File: config.mk
export PLATFORM = sky130hd
export DESIGN_NAME = touch_to_absolute_pointer_top
export DESIGN_NICKNAME = d
export VERILOG_FILES = /design/src/sv/ttap_pkg.sv /design/src/sv/ttap_div.sv /design/src/sv/touch_to_absolute_pointer_top.sv
export SDC_FILE = /design/constraint.sdc
export NUM_CORES = 2
export LEC_CHECK = 0
export BUFFER_PORTS_ARGS = -buffer_cell sky130_fd_sc_hd__buf_2
export CAP_MARGIN = 25
export CORE_MARGIN = 2
export CORE_UTILIZATION = 35
export CTS_CLUSTER_SIZE = 20
export DETAILED_ROUTE_END_ITERATION = 16
export PLACE_DENSITY = 0.54
export SYNTH_ARGS = -nofsm -noshare
export SYNTH_HDL_FRONTEND = slang
export SYNTH_SLANG_ARGS = --single-unit
export TNS_END_PERCENT = 10
File: constraint.sdc
create_clock -name clk -period 21 [get_ports clk]
set_input_delay 3.15 -clock clk [delete_from_list [all_inputs] [get_ports clk]]
set_output_delay 3.15 -clock clk [all_outputs]
set_load 0.1 [all_outputs]
File: src/sv/ttap_pkg.sv
// Shared types, codes and constants of the touch to absolute pointer block.
// No dependencies.
package ttap_pkg;

    localparam int unsigned ROLL_MARGIN_DEF = 50;
    localparam int unsigned POS_MAX         = 8191;

    localparam logic [4:0] TYPE_ABS = 5'd3;
    localparam logic [4:0] TYPE_KEY = 5'd1;

    localparam logic [9:0] CODE_X     = 10'd0;
    localparam logic [9:0] CODE_Y     = 10'd1;
    localparam logic [9:0] CODE_TRACK = 10'd57;
    localparam logic [9:0] CODE_DTAP  = 10'd333;
    localparam logic [9:0] CODE_LEFT  = 10'd272;
    localparam logic [9:0] CODE_RIGHT = 10'd273;

    localparam logic [1:0] ACT_MOVE    = 2'd0;
    localparam logic [1:0] ACT_PRESS   = 2'd1;
    localparam logic [1:0] ACT_RELEASE = 2'd2;
    localparam logic [1:0] ACT_AREA    = 2'd3;

    localparam logic [1:0] MODE_NONE = 2'd0;
    localparam logic [1:0] MODE_NEW  = 2'd1;
    localparam logic [1:0] MODE_CONT = 2'd2;
    localparam logic [1:0] MODE_TWO  = 2'd3;

    localparam logic [2:0] REG_PAD_MIN_X = 3'd0;
    localparam logic [2:0] REG_PAD_MAX_X = 3'd1;
    localparam logic [2:0] REG_PAD_MIN_Y = 3'd2;
    localparam logic [2:0] REG_PAD_MAX_Y = 3'd3;
    localparam logic [2:0] REG_SCREEN_W  = 3'd4;
    localparam logic [2:0] REG_SCREEN_H  = 3'd5;
    localparam logic [2:0] REG_AREA_W    = 3'd6;
    localparam logic [2:0] REG_AREA_H    = 3'd7;

    // Widths of the divider operands: dividend up to 17+1 bits times 14 bits.
    localparam int unsigned DIVD_W = 34;
    localparam int unsigned DIVS_W = 17;

    // Divider start and result.
    typedef struct packed {
        logic                     start;
        logic signed [DIVD_W-1:0] dividend;
        logic signed [DIVS_W:0]   divisor;
    } div_req_t;

    typedef struct packed {
        logic                     done;
        logic signed [DIVD_W-1:0] quotient;
    } div_rsp_t;

endpackage

File: src/sv/ttap_div.sv
// Shared signed restoring divider, one quotient bit per cycle, truncating.
// Depends on ttap_pkg.
module ttap_div
(
    input  logic               clk,
    input  logic               rst_n,
    input  ttap_pkg::div_req_t req,
    output ttap_pkg::div_rsp_t rsp
);

    localparam int unsigned W  = ttap_pkg::DIVD_W;
    localparam int unsigned CW = $clog2(W + 1);

    logic [W-1:0]  quo_reg, quo_next;
    logic [W:0]    rem_reg, rem_next;
    logic [W-1:0]  dsr_reg, dsr_next;
    logic          neg_reg, neg_next;
    logic          busy_reg, busy_next;
    logic          done_reg, done_next;
    logic [CW-1:0] cnt_reg, cnt_next;

    logic [W:0]    shifted;
    logic [W:0]    diff;
    logic [W-1:0]  abs_n;
    logic [W-1:0]  abs_d;

    // Magnitudes of the operands at start.
    always_comb
    begin
        abs_n = req.dividend[W-1] ? W'(-req.dividend) : W'(req.dividend);
        abs_d = req.divisor[ttap_pkg::DIVS_W] ?
                W'(-req.divisor) : W'(req.divisor);
    end

    // One shift and trial subtract per cycle.
    always_comb
    begin
        shifted   = {rem_reg[W-1:0], quo_reg[W-1]};
        diff      = shifted - {1'b0, dsr_reg};
        quo_next  = quo_reg;
        rem_next  = rem_reg;
        dsr_next  = dsr_reg;
        neg_next  = neg_reg;
        busy_next = busy_reg;
        done_next = 1'b0;
        cnt_next  = cnt_reg;
        if (req.start)
        begin
            quo_next  = abs_n;
            rem_next  = '0;
            dsr_next  = abs_d;
            neg_next  = req.dividend[W-1] ^ req.divisor[ttap_pkg::DIVS_W];
            busy_next = 1'b1;
            cnt_next  = CW'(W);
        end
        else if (busy_reg)
        begin
            if (!diff[W])
            begin
                rem_next = diff;
                quo_next = {quo_reg[W-2:0], 1'b1};
            end
            else
            begin
                rem_next = shifted;
                quo_next = {quo_reg[W-2:0], 1'b0};
            end
            cnt_next = cnt_reg - 1'b1;
            if (cnt_reg == CW'(1))
            begin
                busy_next = 1'b0;
                done_next = 1'b1;
            end
        end
    end

    always_ff @(posedge clk or negedge rst_n)
    begin
        if (!rst_n)
        begin
            busy_reg <= 1'b0;
            done_reg <= 1'b0;
            cnt_reg  <= '0;
        end
        else
        begin
            busy_reg <= busy_next;
            done_reg <= done_next;
            cnt_reg  <= cnt_next;
        end
    end

    always_ff @(posedge clk)
    begin
        quo_reg <= quo_next;
        rem_reg <= rem_next;
        dsr_reg <= dsr_next;
        neg_reg <= neg_next;
    end

    assign rsp.done     = done_reg;
    assign rsp.quotient = neg_reg ? -$signed(quo_reg) : $signed(quo_reg);

endmodule

File: src/sv/touch_to_absolute_pointer_top.sv
// Top level: event decoding, touch state, sequencer around the shared divider.
// Depends on ttap_pkg and ttap_div.
// A pair runs two divisions, x then y; its first beat is valid once the second is done,
// and the next event is taken once the last beat is accepted (a pan gives one beat).
// Key and lift events: beat valid the next cycle, next event taken once it is accepted.
// Reset (rst_n, asynchronous): the state and configuration registers return to their reset values.
module touch_to_absolute_pointer_top
#(
    parameter int unsigned ROLL_MARGIN = ttap_pkg::ROLL_MARGIN_DEF
)
(
    input  logic        clk,
    input  logic        rst_n,
    input  logic        cfg_we,
    input  logic [2:0]  cfg_index,
    input  logic [15:0] cfg_data,
    // s_tdata: event_type[4:0], event_code[14:5], event_value[31:15]
    input  logic        s_tvalid,
    output logic        s_tready,
    input  logic [31:0] s_tdata,
    // m_tdata: action[1:0], pointer_x[14:2], pointer_y[27:15], area_left[40:28],
    // area_top[53:41], zero fill above
    output logic        m_tvalid,
    input  logic        m_tready,
    output logic [55:0] m_tdata,
    output logic        m_tlast
);

    localparam logic [2:0] ST_IDLE  = 3'd0;
    localparam logic [2:0] ST_DIVX  = 3'd1;
    localparam logic [2:0] ST_DIVY  = 3'd2;
    localparam logic [2:0] ST_OUT1  = 3'd3;
    localparam logic [2:0] ST_OUT2  = 3'd4;
    localparam logic [2:0] ST_WAITX = 3'd5;
    localparam logic [2:0] ST_WAITY = 3'd6;

    localparam int unsigned DW = ttap_pkg::DIVD_W;

    // Configuration registers.
    logic [15:0] pminx_reg, pmaxx_reg, pminy_reg, pmaxy_reg;
    logic [13:0] scrw_reg, scrh_reg, arw_reg, arh_reg;

    always_ff @(posedge clk or negedge rst_n)
    begin
        if (!rst_n)
        begin
            pminx_reg <= 16'd0;
            pmaxx_reg <= 16'd4095;
            pminy_reg <= 16'd0;
            pmaxy_reg <= 16'd4095;
            scrw_reg  <= 14'd1920;
            scrh_reg  <= 14'd1080;
            arw_reg   <= 14'd1920;
            arh_reg   <= 14'd1080;
        end
        else if (cfg_we)
        begin
            unique case (cfg_index)
                ttap_pkg::REG_PAD_MIN_X: pminx_reg <= cfg_data;
                ttap_pkg::REG_PAD_MAX_X: pmaxx_reg <= cfg_data;
                ttap_pkg::REG_PAD_MIN_Y: pminy_reg <= cfg_data;
                ttap_pkg::REG_PAD_MAX_Y: pmaxy_reg <= cfg_data;
                ttap_pkg::REG_SCREEN_W:  scrw_reg  <= cfg_data[13:0];
                ttap_pkg::REG_SCREEN_H:  scrh_reg  <= cfg_data[13:0];
                ttap_pkg::REG_AREA_W:    arw_reg   <= cfg_data[13:0];
                ttap_pkg::REG_AREA_H:    arh_reg   <= cfg_data[13:0];
                default:                 ;
            endcase
        end
    end

    // Touch state and sequencer.
    logic [2:0]         st_reg, st_next;
    logic [1:0]         mode_reg, mode_next;
    logic signed [16:0] px_reg, px_next, py_reg, py_next;
    logic signed [16:0] ax_reg, ax_next, ay_reg, ay_next;
    logic               pxv_reg, pxv_next, pyv_reg, pyv_next;
    logic [12:0]        arx_reg, arx_next, ary_reg, ary_next;
    logic               pan_reg, pan_next;
    logic signed [DW-1:0] qx_reg, qx_next;
    logic [1:0]         act1_reg, act1_next, act2_reg, act2_next;
    logic               two_reg, two_next;
    logic [12:0]        ptx_reg, ptx_next, pty_reg, pty_next;

    ttap_pkg::div_req_t dreq;
    ttap_pkg::div_rsp_t drsp;

    ttap_div u_div
    (
        .clk   (clk),
        .rst_n (rst_n),
        .req   (dreq),
        .rsp   (drsp)
    );

    logic [4:0]         ev_type;
    logic [9:0]         ev_code;
    logic signed [16:0] ev_val;
    logic               lift;
    logic signed [17:0] spanx, spany;
    logic signed [17:0] relx, rely;

    assign ev_type = s_tdata[4:0];
    assign ev_code = s_tdata[14:5];
    assign ev_val  = s_tdata[31:15];
    assign lift    = (ev_code == ttap_pkg::CODE_TRACK) && (ev_val == -17'sd1);
    assign spanx   = $signed({2'b00, pmaxx_reg}) - $signed({2'b00, pminx_reg});
    assign spany   = $signed({2'b00, pmaxy_reg}) - $signed({2'b00, pminy_reg});
    assign s_tready = (st_reg == ST_IDLE);

    // Scaled pointer coordinate: clamp(org + q, 0, upper(scr)).
    function automatic logic [12:0] place(input logic signed [DW-1:0] q,
                                          input logic [12:0] org,
                                          input logic [13:0] scr);
        logic signed [DW+1:0] s;
        logic signed [DW+1:0] hi;
        begin
            s  = (DW+2)'(q) + $signed({{(DW-11){1'b0}}, org});
            hi = (scr == 14'd0) ? '0 :
                 ((scr > 14'd8192) ? (DW+2)'(8191) : $signed({{(DW-12){1'b0}}, scr}) - 1);
            if (s < 0)
                place = 13'd0;
            else if (s > hi)
                place = hi[12:0];
            else
                place = s[12:0];
        end
    endfunction

    // Area shift: clamp(pos + rel, 0, clamp(scr - sz, 0, 8191)).
    function automatic logic [12:0] shift(input logic [12:0] pos,
                                          input logic signed [DW-1:0] rel,
                                          input logic [13:0] scr,
                                          input logic [13:0] sz);
        logic signed [DW+1:0] s;
        logic signed [15:0]   lim;
        begin
            s   = (DW+2)'(rel) + $signed({{(DW-11){1'b0}}, pos});
            lim = $signed({2'b00, scr}) - $signed({2'b00, sz});
            if (lim < 0)
                lim = 16'sd0;
            else if (lim > 16'sd8191)
                lim = 16'sd8191;
            if (s < 0)
                shift = 13'd0;
            else if (s > (DW+2)'(lim))
                shift = lim[12:0];
            else
                shift = s[12:0];
        end
    endfunction

    logic signed [DW-1:0] roll;
    assign roll = $signed({{(DW-14){1'b0}}, arw_reg}) - DW'(ROLL_MARGIN);

    always_comb
    begin
        st_next   = st_reg;
        mode_next = mode_reg;
        px_next   = px_reg;
        py_next   = py_reg;
        ax_next   = ax_reg;
        ay_next   = ay_reg;
        pxv_next  = pxv_reg;
        pyv_next  = pyv_reg;
        arx_next  = arx_reg;
        ary_next  = ary_reg;
        pan_next  = pan_reg;
        qx_next   = qx_reg;
        act1_next = act1_reg;
        act2_next = act2_reg;
        two_next  = two_reg;
        ptx_next  = ptx_reg;
        pty_next  = pty_reg;
        relx      = $signed({px_reg[16], px_reg}) - $signed({ax_reg[16], ax_reg});
        rely      = $signed({py_reg[16], py_reg}) - $signed({ay_reg[16], ay_reg});
        dreq      = '0;

        unique case (st_reg)
            ST_IDLE:
            begin
                if (s_tvalid)
                begin
                    // Decode one event and update the touch state.
                    two_next = 1'b0;
                    ptx_next = 13'd0;
                    pty_next = 13'd0;
                    if (ev_type == ttap_pkg::TYPE_ABS)
                    begin
                        priority if (mode_reg == ttap_pkg::MODE_NONE)
                        begin
                            if (ev_code == ttap_pkg::CODE_TRACK && !lift)
                                mode_next = ttap_pkg::MODE_NEW;
                        end
                        else
                        begin
                            pxv_next = pxv_reg;
                            pyv_next = pyv_reg;
                            if (mode_reg == ttap_pkg::MODE_CONT && lift)
                            begin
                                pxv_next  = 1'b0;
                                pyv_next  = 1'b0;
                                mode_next = ttap_pkg::MODE_NONE;
                                act1_next = ttap_pkg::ACT_RELEASE;
                                st_next   = ST_OUT2;
                            end
                            else if (ev_code == ttap_pkg::CODE_X)
                            begin
                                px_next  = ev_val;
                                pxv_next = 1'b1;
                                if (mode_reg == ttap_pkg::MODE_NEW)
                                    ax_next = ev_val;
                            end
                            else if (ev_code == ttap_pkg::CODE_Y)
                            begin
                                py_next  = ev_val;
                                pyv_next = 1'b1;
                                if (mode_reg == ttap_pkg::MODE_NEW)
                                    ay_next = ev_val;
                            end
                            if (mode_reg == ttap_pkg::MODE_TWO && lift)
                                mode_next = ttap_pkg::MODE_NONE;
                            if (pxv_next && pyv_next)
                            begin
                                pan_next = (mode_reg == ttap_pkg::MODE_TWO);
                                if (mode_reg == ttap_pkg::MODE_NEW)
                                    mode_next = ttap_pkg::MODE_CONT;
                                st_next = ST_DIVX;
                            end
                        end
                    end
                    else if (ev_type == ttap_pkg::TYPE_KEY && ev_val == 17'sd1)
                    begin
                        if (ev_code == ttap_pkg::CODE_DTAP)
                        begin
                            act1_next = ttap_pkg::ACT_RELEASE;
                            mode_next = ttap_pkg::MODE_TWO;
                            st_next   = ST_OUT2;
                        end
                        else if (ev_code == ttap_pkg::CODE_LEFT ||
                                 ev_code == ttap_pkg::CODE_RIGHT)
                        begin
                            arx_next = shift(arx_reg,
                                             (ev_code == ttap_pkg::CODE_LEFT) ? -roll : roll,
                                             scrw_reg, arw_reg);
                            act1_next = ttap_pkg::ACT_AREA;
                            st_next   = ST_OUT2;
                        end
                    end
                end
            end
            ST_DIVX:
            begin
                // Start x division: offset or pan step.
                dreq.start   = 1'b1;
                dreq.divisor = spanx;
                if (pan_reg)
                    dreq.dividend = DW'(relx) * $signed({{(DW-14){1'b0}}, scrw_reg});
                else
                    dreq.dividend = ($signed({{(DW-17){px_reg[16]}}, px_reg}) -
                                     $signed({{(DW-16){1'b0}}, pminx_reg})) *
                                    $signed({{(DW-14){1'b0}}, arw_reg});
                st_next = ST_WAITX;
            end
            ST_WAITX:
            begin
                if (drsp.done)
                begin
                    qx_next = (spanx == 18'sd0) ? '0 : drsp.quotient;
                    dreq.start   = 1'b1;
                    dreq.divisor = spany;
                    if (pan_reg)
                        dreq.dividend = DW'(rely) * $signed({{(DW-14){1'b0}}, scrh_reg});
                    else
                        dreq.dividend = ($signed({{(DW-17){py_reg[16]}}, py_reg}) -
                                         $signed({{(DW-16){1'b0}}, pminy_reg})) *
                                        $signed({{(DW-14){1'b0}}, arh_reg});
                    st_next = ST_WAITY;
                end
            end
            ST_WAITY:
            begin
                if (drsp.done)
                begin
                    st_next  = ST_DIVY;
                    qx_next  = qx_reg;
                    pxv_next = 1'b0;
                    pyv_next = 1'b0;
                    if (pan_reg)
                    begin
                        arx_next  = shift(arx_reg, qx_reg, scrw_reg, arw_reg);
                        ary_next  = shift(ary_reg,
                                          (spany == 18'sd0) ? '0 : drsp.quotient,
                                          scrh_reg, arh_reg);
                        ax_next   = px_reg;
                        ay_next   = py_reg;
                        act1_next = ttap_pkg::ACT_AREA;
                        st_next   = ST_OUT2;
                    end
                    else
                    begin
                        ptx_next  = place(qx_reg, arx_reg, scrw_reg);
                        pty_next  = place((spany == 18'sd0) ? '0 : drsp.quotient,
                                          ary_reg, scrh_reg);
                        act1_next = ttap_pkg::ACT_MOVE;
                        act2_next = ttap_pkg::ACT_PRESS;
                        two_next  = 1'b1;
                        st_next   = ST_OUT1;
                    end
                end
            end
            ST_OUT1:
            begin
                // First of two beats: pointer move.
                if (m_tready)
                begin
                    act1_next = act2_reg;
                    ptx_next  = 13'd0;
                    pty_next  = 13'd0;
                    two_next  = 1'b0;
                    st_next   = ST_OUT2;
                end
            end
            ST_OUT2:
            begin
                if (m_tready)
                    st_next = ST_IDLE;
            end
            ST_DIVY:
            begin
                st_next = ST_IDLE;
            end
            default:
            begin
                st_next = ST_IDLE;
            end
        endcase
    end

    always_ff @(posedge clk or negedge rst_n)
    begin
        if (!rst_n)
        begin
            st_reg   <= ST_IDLE;
            mode_reg <= ttap_pkg::MODE_NONE;
            px_reg   <= '0;
            py_reg   <= '0;
            ax_reg   <= '0;
            ay_reg   <= '0;
            pxv_reg  <= 1'b0;
            pyv_reg  <= 1'b0;
            arx_reg  <= '0;
            ary_reg  <= '0;
            pan_reg  <= 1'b0;
            two_reg  <= 1'b0;
        end
        else
        begin
            st_reg   <= st_next;
            mode_reg <= mode_next;
            px_reg   <= px_next;
            py_reg   <= py_next;
            ax_reg   <= ax_next;
            ay_reg   <= ay_next;
            pxv_reg  <= pxv_next;
            pyv_reg  <= pyv_next;
            arx_reg  <= arx_next;
            ary_reg  <= ary_next;
            pan_reg  <= pan_next;
            two_reg  <= two_next;
        end
    end

    always_ff @(posedge clk)
    begin
        qx_reg   <= qx_next;
        act1_reg <= act1_next;
        act2_reg <= act2_next;
        ptx_reg  <= ptx_next;
        pty_reg  <= pty_next;
    end

    // Result beat.
    assign m_tvalid = (st_reg == ST_OUT1) || (st_reg == ST_OUT2);
    assign m_tlast  = (st_reg == ST_OUT2) && !two_reg;
    assign m_tdata  = {2'b00, ary_reg, arx_reg, pty_reg, ptx_reg, act1_reg};

endmodule

* Word-level counts from Yosys, hierarchy flattened
Cells that the tools add are included.
** Word-level totals
- Bits in registers :: 396
- Input port bits :: 56
- Output and inout port bits :: 59
- Logic and storage cells :: 314
** Cells by class
- Add/subtract/negate cells :: 20
- Multipliers :: 4
- Order comparisons :: 14
- Equality and inequality tests :: 49
- Muxes and demuxes :: 146
- Bitwise gates (word level) :: 4
- Reduce and logical (&&, ||, !) cells :: 45
** Operators by type and width (count)
- $mux W34 :: 9
- $mux W13 :: 23
- $mux W17 :: 17
- $mux W16 :: 16
- $mux W36 :: 4
- $mul A18 B15 Y33 :: 4
- $pmux W53 S2 :: 1
- $add A34 B14 Y35 :: 3
- $gt A35 B16 Y1 :: 3
- $lt A35 B1 Y1 const B :: 3
- $pmux W13 S3 :: 2
- $gt A35 B36 Y1 :: 2
- $sub A17 B17 Y18 :: 4
- $neg A34 Y34 :: 2
- $pmux W17 S2 :: 2
- $mux W53 :: 1
- $mux W3 :: 13
- $mux W2 :: 19
- $logic_not A18 Y1 :: 2
- $sub A35 B34 Y35 :: 1
- $neg A15 Y34 :: 1
- $neg A18 Y34 :: 1
- $sub A16 B16 Y17 :: 2
- $mux W1 :: 31
- other kinds (52) :: 116

* Depth between registers and ports, before layout
- Word-level depth :: 19
- Mapped depth :: 42
- Gate-level depth less buffers :: 40

* By module
From an unflattened synthesis, not the netlist that was laid out.
** Second synthesis, totals
- Cells, all modules :: 8117
- Area total of the unflattened synthesis :: 71372.2 um^2
** Modules (own cells, without submodules)
- touch_to_absolute_pointer_top :: instances 1, cells an instance 7268, area an instance 63607.3 um^2, seq. area each 7492.2 um^2
- ttap_div :: instances 1, cells an instance 849, area an instance 7764.9 um^2, seq. area each 2952.8 um^2

* Worst setup path before layout
Ideal clock, no wire load.
- Path type :: flip-flop to flip-flop
- Start :: register py_reg[1]
- End :: register u_div.quo_reg[30] (data pin)
- Library setup time :: 0.262 ns
- Arrival time :: 9.420 ns
- Data required time :: 20.738 ns
- Path slack :: 11.318 ns
- Stages on the path, launching flop included :: 34
- Buffers on the path :: 1
- Period minus slack after synthesis :: 9.682 ns
- Cells stage by stage :: dfrtp_1 -> ha_1 -> nor2b_1 -> o21ai_0 -> a21boi_0 -> o21ai_0 -> a21boi_0 -> o21ai_0 -> a21boi_0 -> o21ai_0 -> a21oi_1 -> o2111a_1 -> o41ai_2 -> clkbuf_1 -> nand2_1 -> fa_1 -> inv_1 -> fa_1 -> fa_1 -> fa_1 -> fa_1 -> fa_1 -> ha_1 -> inv_1 -> or2_2 -> a2111oi_0 -> o31a_1 -> nor2_1 -> xnor2_1 -> a211oi_1 -> nand4_1 -> nor3_1 -> a31oi_1 -> mux2_1
** Between the ends
- Longest elaborated chain between the ends :: 8
- Elaborated cells on any way between the ends :: 10
- Those cells by class :: add/sub: 3; mul: 2; mux: 5
** RTL lines
- start, declared :: line touch_to_absolute_pointer_top.sv:75 : logic signed [16:0] px_reg, px_next, py_reg, py_next;
- start signal, assigned :: line touch_to_absolute_pointer_top.sv:362 : py_reg <= py_next;
- $sub A17 B17 Y18, on equally long branches :: line touch_to_absolute_pointer_top.sv:275, touch_to_absolute_pointer_top.sv:176
- $mul A18 B15 Y33, on equally long branches :: line touch_to_absolute_pointer_top.sv:276, touch_to_absolute_pointer_top.sv:273
- $mux W34 * :: line touch_to_absolute_pointer_top.sv:272 : if (pan_reg)
- $mux W53 * :: line touch_to_absolute_pointer_top.sv:267 : if (drsp.done)
- $pmux W53 S2 * :: line touch_to_absolute_pointer_top.sv:179 : unique case (st_reg)
- $neg A34 Y34 :: line ttap_div.sv:30 : abs_n = req.dividend[W-1] ? W'(-req.dividend) : W'(req.dividend);
- $mux W34 * :: line ttap_div.sv:30
- $mux W34 * :: line ttap_div.sv:47 : if (req.start)
- net u_div.quo_next[30] :: line ttap_div.sv:14 : logic [W-1:0] quo_reg, quo_next;
- end signal, assigned :: line ttap_div.sv:95 : quo_reg <= quo_next;
- end, declared :: line ttap_div.sv:14
The timed path passes the listed nets; every way through them passes the cells marked *.
A chain may end at the register's enable or synchronous reset.

* Final worst setup path
- Start :: register px_reg[0]
- End :: register u_div.quo_reg[30] (data pin)
** Between the ends
- Longest elaborated chain between the ends :: 7
- Elaborated cells on any way between the ends :: 9
- Those cells by class :: add/sub: 3; mul: 2; mux: 4
** RTL lines
- start, declared :: line touch_to_absolute_pointer_top.sv:75
- start signal, assigned :: line touch_to_absolute_pointer_top.sv:361 : px_reg <= px_next;
- $sub A17 B17 Y18, on equally long branches :: line touch_to_absolute_pointer_top.sv:260, touch_to_absolute_pointer_top.sv:175
- $mul A18 B15 Y33, on equally long branches :: line touch_to_absolute_pointer_top.sv:261, touch_to_absolute_pointer_top.sv:258
- $mux W34 * :: line touch_to_absolute_pointer_top.sv:257 : if (pan_reg)
- $pmux W53 S2 * :: line touch_to_absolute_pointer_top.sv:179
- $neg A34 Y34 :: line ttap_div.sv:30
- $mux W34 * :: line ttap_div.sv:30
- $mux W34 * :: line ttap_div.sv:47
- net u_div.quo_next[30] :: line ttap_div.sv:14
Marked as above.

==> flow_summary_export.csv <==
group,metric,value,unit
status,status,"complete, no violations",
timing,final-hold-violation-count,0,
timing,tns,0,ps
clocking,cts_tree,"built",
drt,drt-initial-drc-count,4856,
critical_path,slowest_delay,650,ps
final_layout,area_delta_synth_final,7.78,%
critical_path,regToRegStartpoint,"px_reg[0]",
critical_path,startpoint_type,"flip-flop",
synth,synth_flop_cell,"dfrtp_1",
job,maxCapViolations,0,
synth,yosysWarnings,0,
synth,synth.avg_cell_area,8.73,µm²
drt,wl,249,mm
clocking,numCtsBuffers,49,
synth,syn_inst,8298,
floorplanning,die_h,459,µm
floorplanning,rows,166,
floorplanning,fp.dieW,459,µm
synth,synth.area.top_cells,"fa_1 27%, ha_1 11%, dfrtp_1 6.6%, inv_1 6.3%, edfxtp_1 5.4%",
floorplanning,die_area,211000,µm²
grt,grt-ovfl-total,0,
final_layout,drive_gt1_share,7.17,%
drt,vias_per_cell,5.46,
timing,finalMaxSlewViolations,0,
synth,ys_ff_latch,396,
synth,synth.distinct_cells,116,
timing,finalCritPeriodShare,55.2,%
critical_path,cp_max_fo,12,
timing,skew,26.9,ps
clocking,cts-hold-fix-buffers,0,
grt,grt_max_degree,96,
critical_path,required,21400,ps
clocking,cts_root_buf,"clkbuf_16",
critical_path,worstPathArrival,11980,ps
clocking,clock_sinks,396,
placement,dp_hpwl,201,mm
synth,synth_area_leader_cell,"fa_1",
clocking,clk_path_buf_depth,3,
synth,synth-edff-count,131,
timing,rsz0062_at_grt,"false",
min_path,hold_class,"reg -> reg",
drt,final_antenna_net_count,0,
drt,wl_per_cell,22.5,µm
critical_path,reg2reg_to,"u_div.quo_reg[30]",
timing,clock.fmax,0.0863,GHz
synth,async_flop_share,58.3,%
synth,yosysMostFrequentCell,"inv_1",
critical_path,cp-end-kind,"flip-flop",
clocking,clk_pin_slew,60,ps
timing,worstMarginPinSlew,1090,ps
drt,vias,60400,
clocking,cts_max_level,2,
floorplanning,core,205000,µm²
critical_path,rr_worst_depth,38,
critical_path,cp_common_cell,"fa_1",
clocking,ctsResizeCount,0,
synth,synth_area,72400,µm²
placement,portBuffers,112,
critical_path,rrSetupSlack,9420,ps
critical_path,path_class,"reg -> reg",
synth,netlist_top_cells_count,"1220 x inv_1, 980 x fa_1, 878 x nand2_1",
clocking,cts_setup_buffers,0,
synth,synth-seq-area-share,14.4,%
grt,grt_pass1_vias,61400,
timing,min_period,11580,ps
grt,grt_use_total,23.6,%
final_layout,final_nets,9992,
drt,first_pass_iters,6,
drt,drc,0,
min_path,min_to,"ax_reg[0]",
grt,antenna_found_initial,29,
timing,setup-violations-final,0,
floorplanning,start_util,35.3,%
min_path,min_path_cells,2,
placement,gp_congestion,0.973,
min_path,hp-start,"ax_reg[0]",
grt,grt_pass1_wl,381,mm
floorplanning,ios,115,
timing,max_slew_margin,27.3,%
critical_path,crit_slowest_cell,"a211oi_1",
synth,yosys.area.top_type_share,27.1,%
clocking,clock_latency,650,ps
==> how the worst max path moves through the flow <==
stage | slack (ps) | to | start
2_1_floorplan | 11320 | u_div.quo_reg[30] | py_reg[1]
3_3_place_gp | 9400 | u_div.quo_reg[27] | pminx_reg[1]
3_5_place_dp | 9660 | u_div.quo_reg[30] | px_reg[0]
4_1_cts | 9620 | u_div.quo_reg[30] | px_reg[0]
5_1_grt | 8630 | u_div.quo_reg[30] | py_reg[0]
6_report | 9420 | u_div.quo_reg[30] | px_reg[0]
==> final cells by class <==
cell class              instances  area (µm²)
inverters                    1229        4610
clock inverters                25         206
clock buffers                  66        1350
diodes                          8        20.0
multi-input cells            6399       56500
repair buffers                240        1620
flip-flops and latches        396       10400
fillers                     20900      127000
well taps                    2688        3360
==> worst max-delay path, delay by kind of cell, from the launching register on <==
family	cells	cell delay, ps
fa+ha+maj	9	4120
xor+xnor	1	560
mux	1	340
compound gates	16	3670
buf+inv	5	290
simple gates	6	1960
flops	1	360
==> per-layer routing <==
layer | vias to the layer above | GRT usage (%) | wire length [µm]
li1 | 27500 | - | -
met1 | 30300 | 31.6 | 106000
met2 | 2068 | 38.1 | 113000
met3 | 432 | 2.95 | 16400
met4 | 6 | 10.6 | 13100
met5 | - | 0 | 42
==> layout by cell type (no fill, tap or decap), types with 51 or more instances in the layout <==
cell          n
conb_1       63
dfrtp_1     190
nand2b_1     88
a21o_1      116
fa_1        980
nor2_1      491
buf_2       111
a211oi_1    104
a21oi_1     374
o21ai_0     345
xnor2_1     245
mux2i_1      59
nand3_1     136
or3_1        57
ha_1        641
mux2_2      128
o21a_1       74
nor3_1      136
nor4_1       64
nand2_1     877
buf_4       118
and2_1      440
xor2_1      135
edfxtp_1    131
clkbuf_16    51
inv_1      1219
nor2b_1      93
nand4_1      73
==> stage by stage <==
stage | setup WS, ps | hold WS [ps] | cell area [µm²] | utilization (%) | cells
final | 9420 | 493 | 78100 | 38.1 | 11100
after global routing | 8630 | 515 | 78100 | 38.0 | 11000
after CTS | 9620 | 492 | 78000 | 38.0 | 11000
after detailed placement | 9660 | 479 | 76400 | 37.2 | 10900
after global placement | 9400 | 477 | 76300 | 37.2 | 10900
after floorplan | 11320 | 454 | 72700 | - | 8359
==> kinds of logic after synthesis <==
family	after synthesis	synth area share (%)
AOI/OAI and AO/OA	1478	13.4
other	2	0.0104
adders and majority gates	1621	38.2
and+or+nand+nor	2659	18.2
xor gates and xnor gates	390	4.77
buffers and inverters	1564	8.17
muxes	188	2.82
DFF	396	14.4
Power is left out: the tool's default activity adds up to more than one toggle a clock period on the data nets, which glitch-free logic cannot reach.
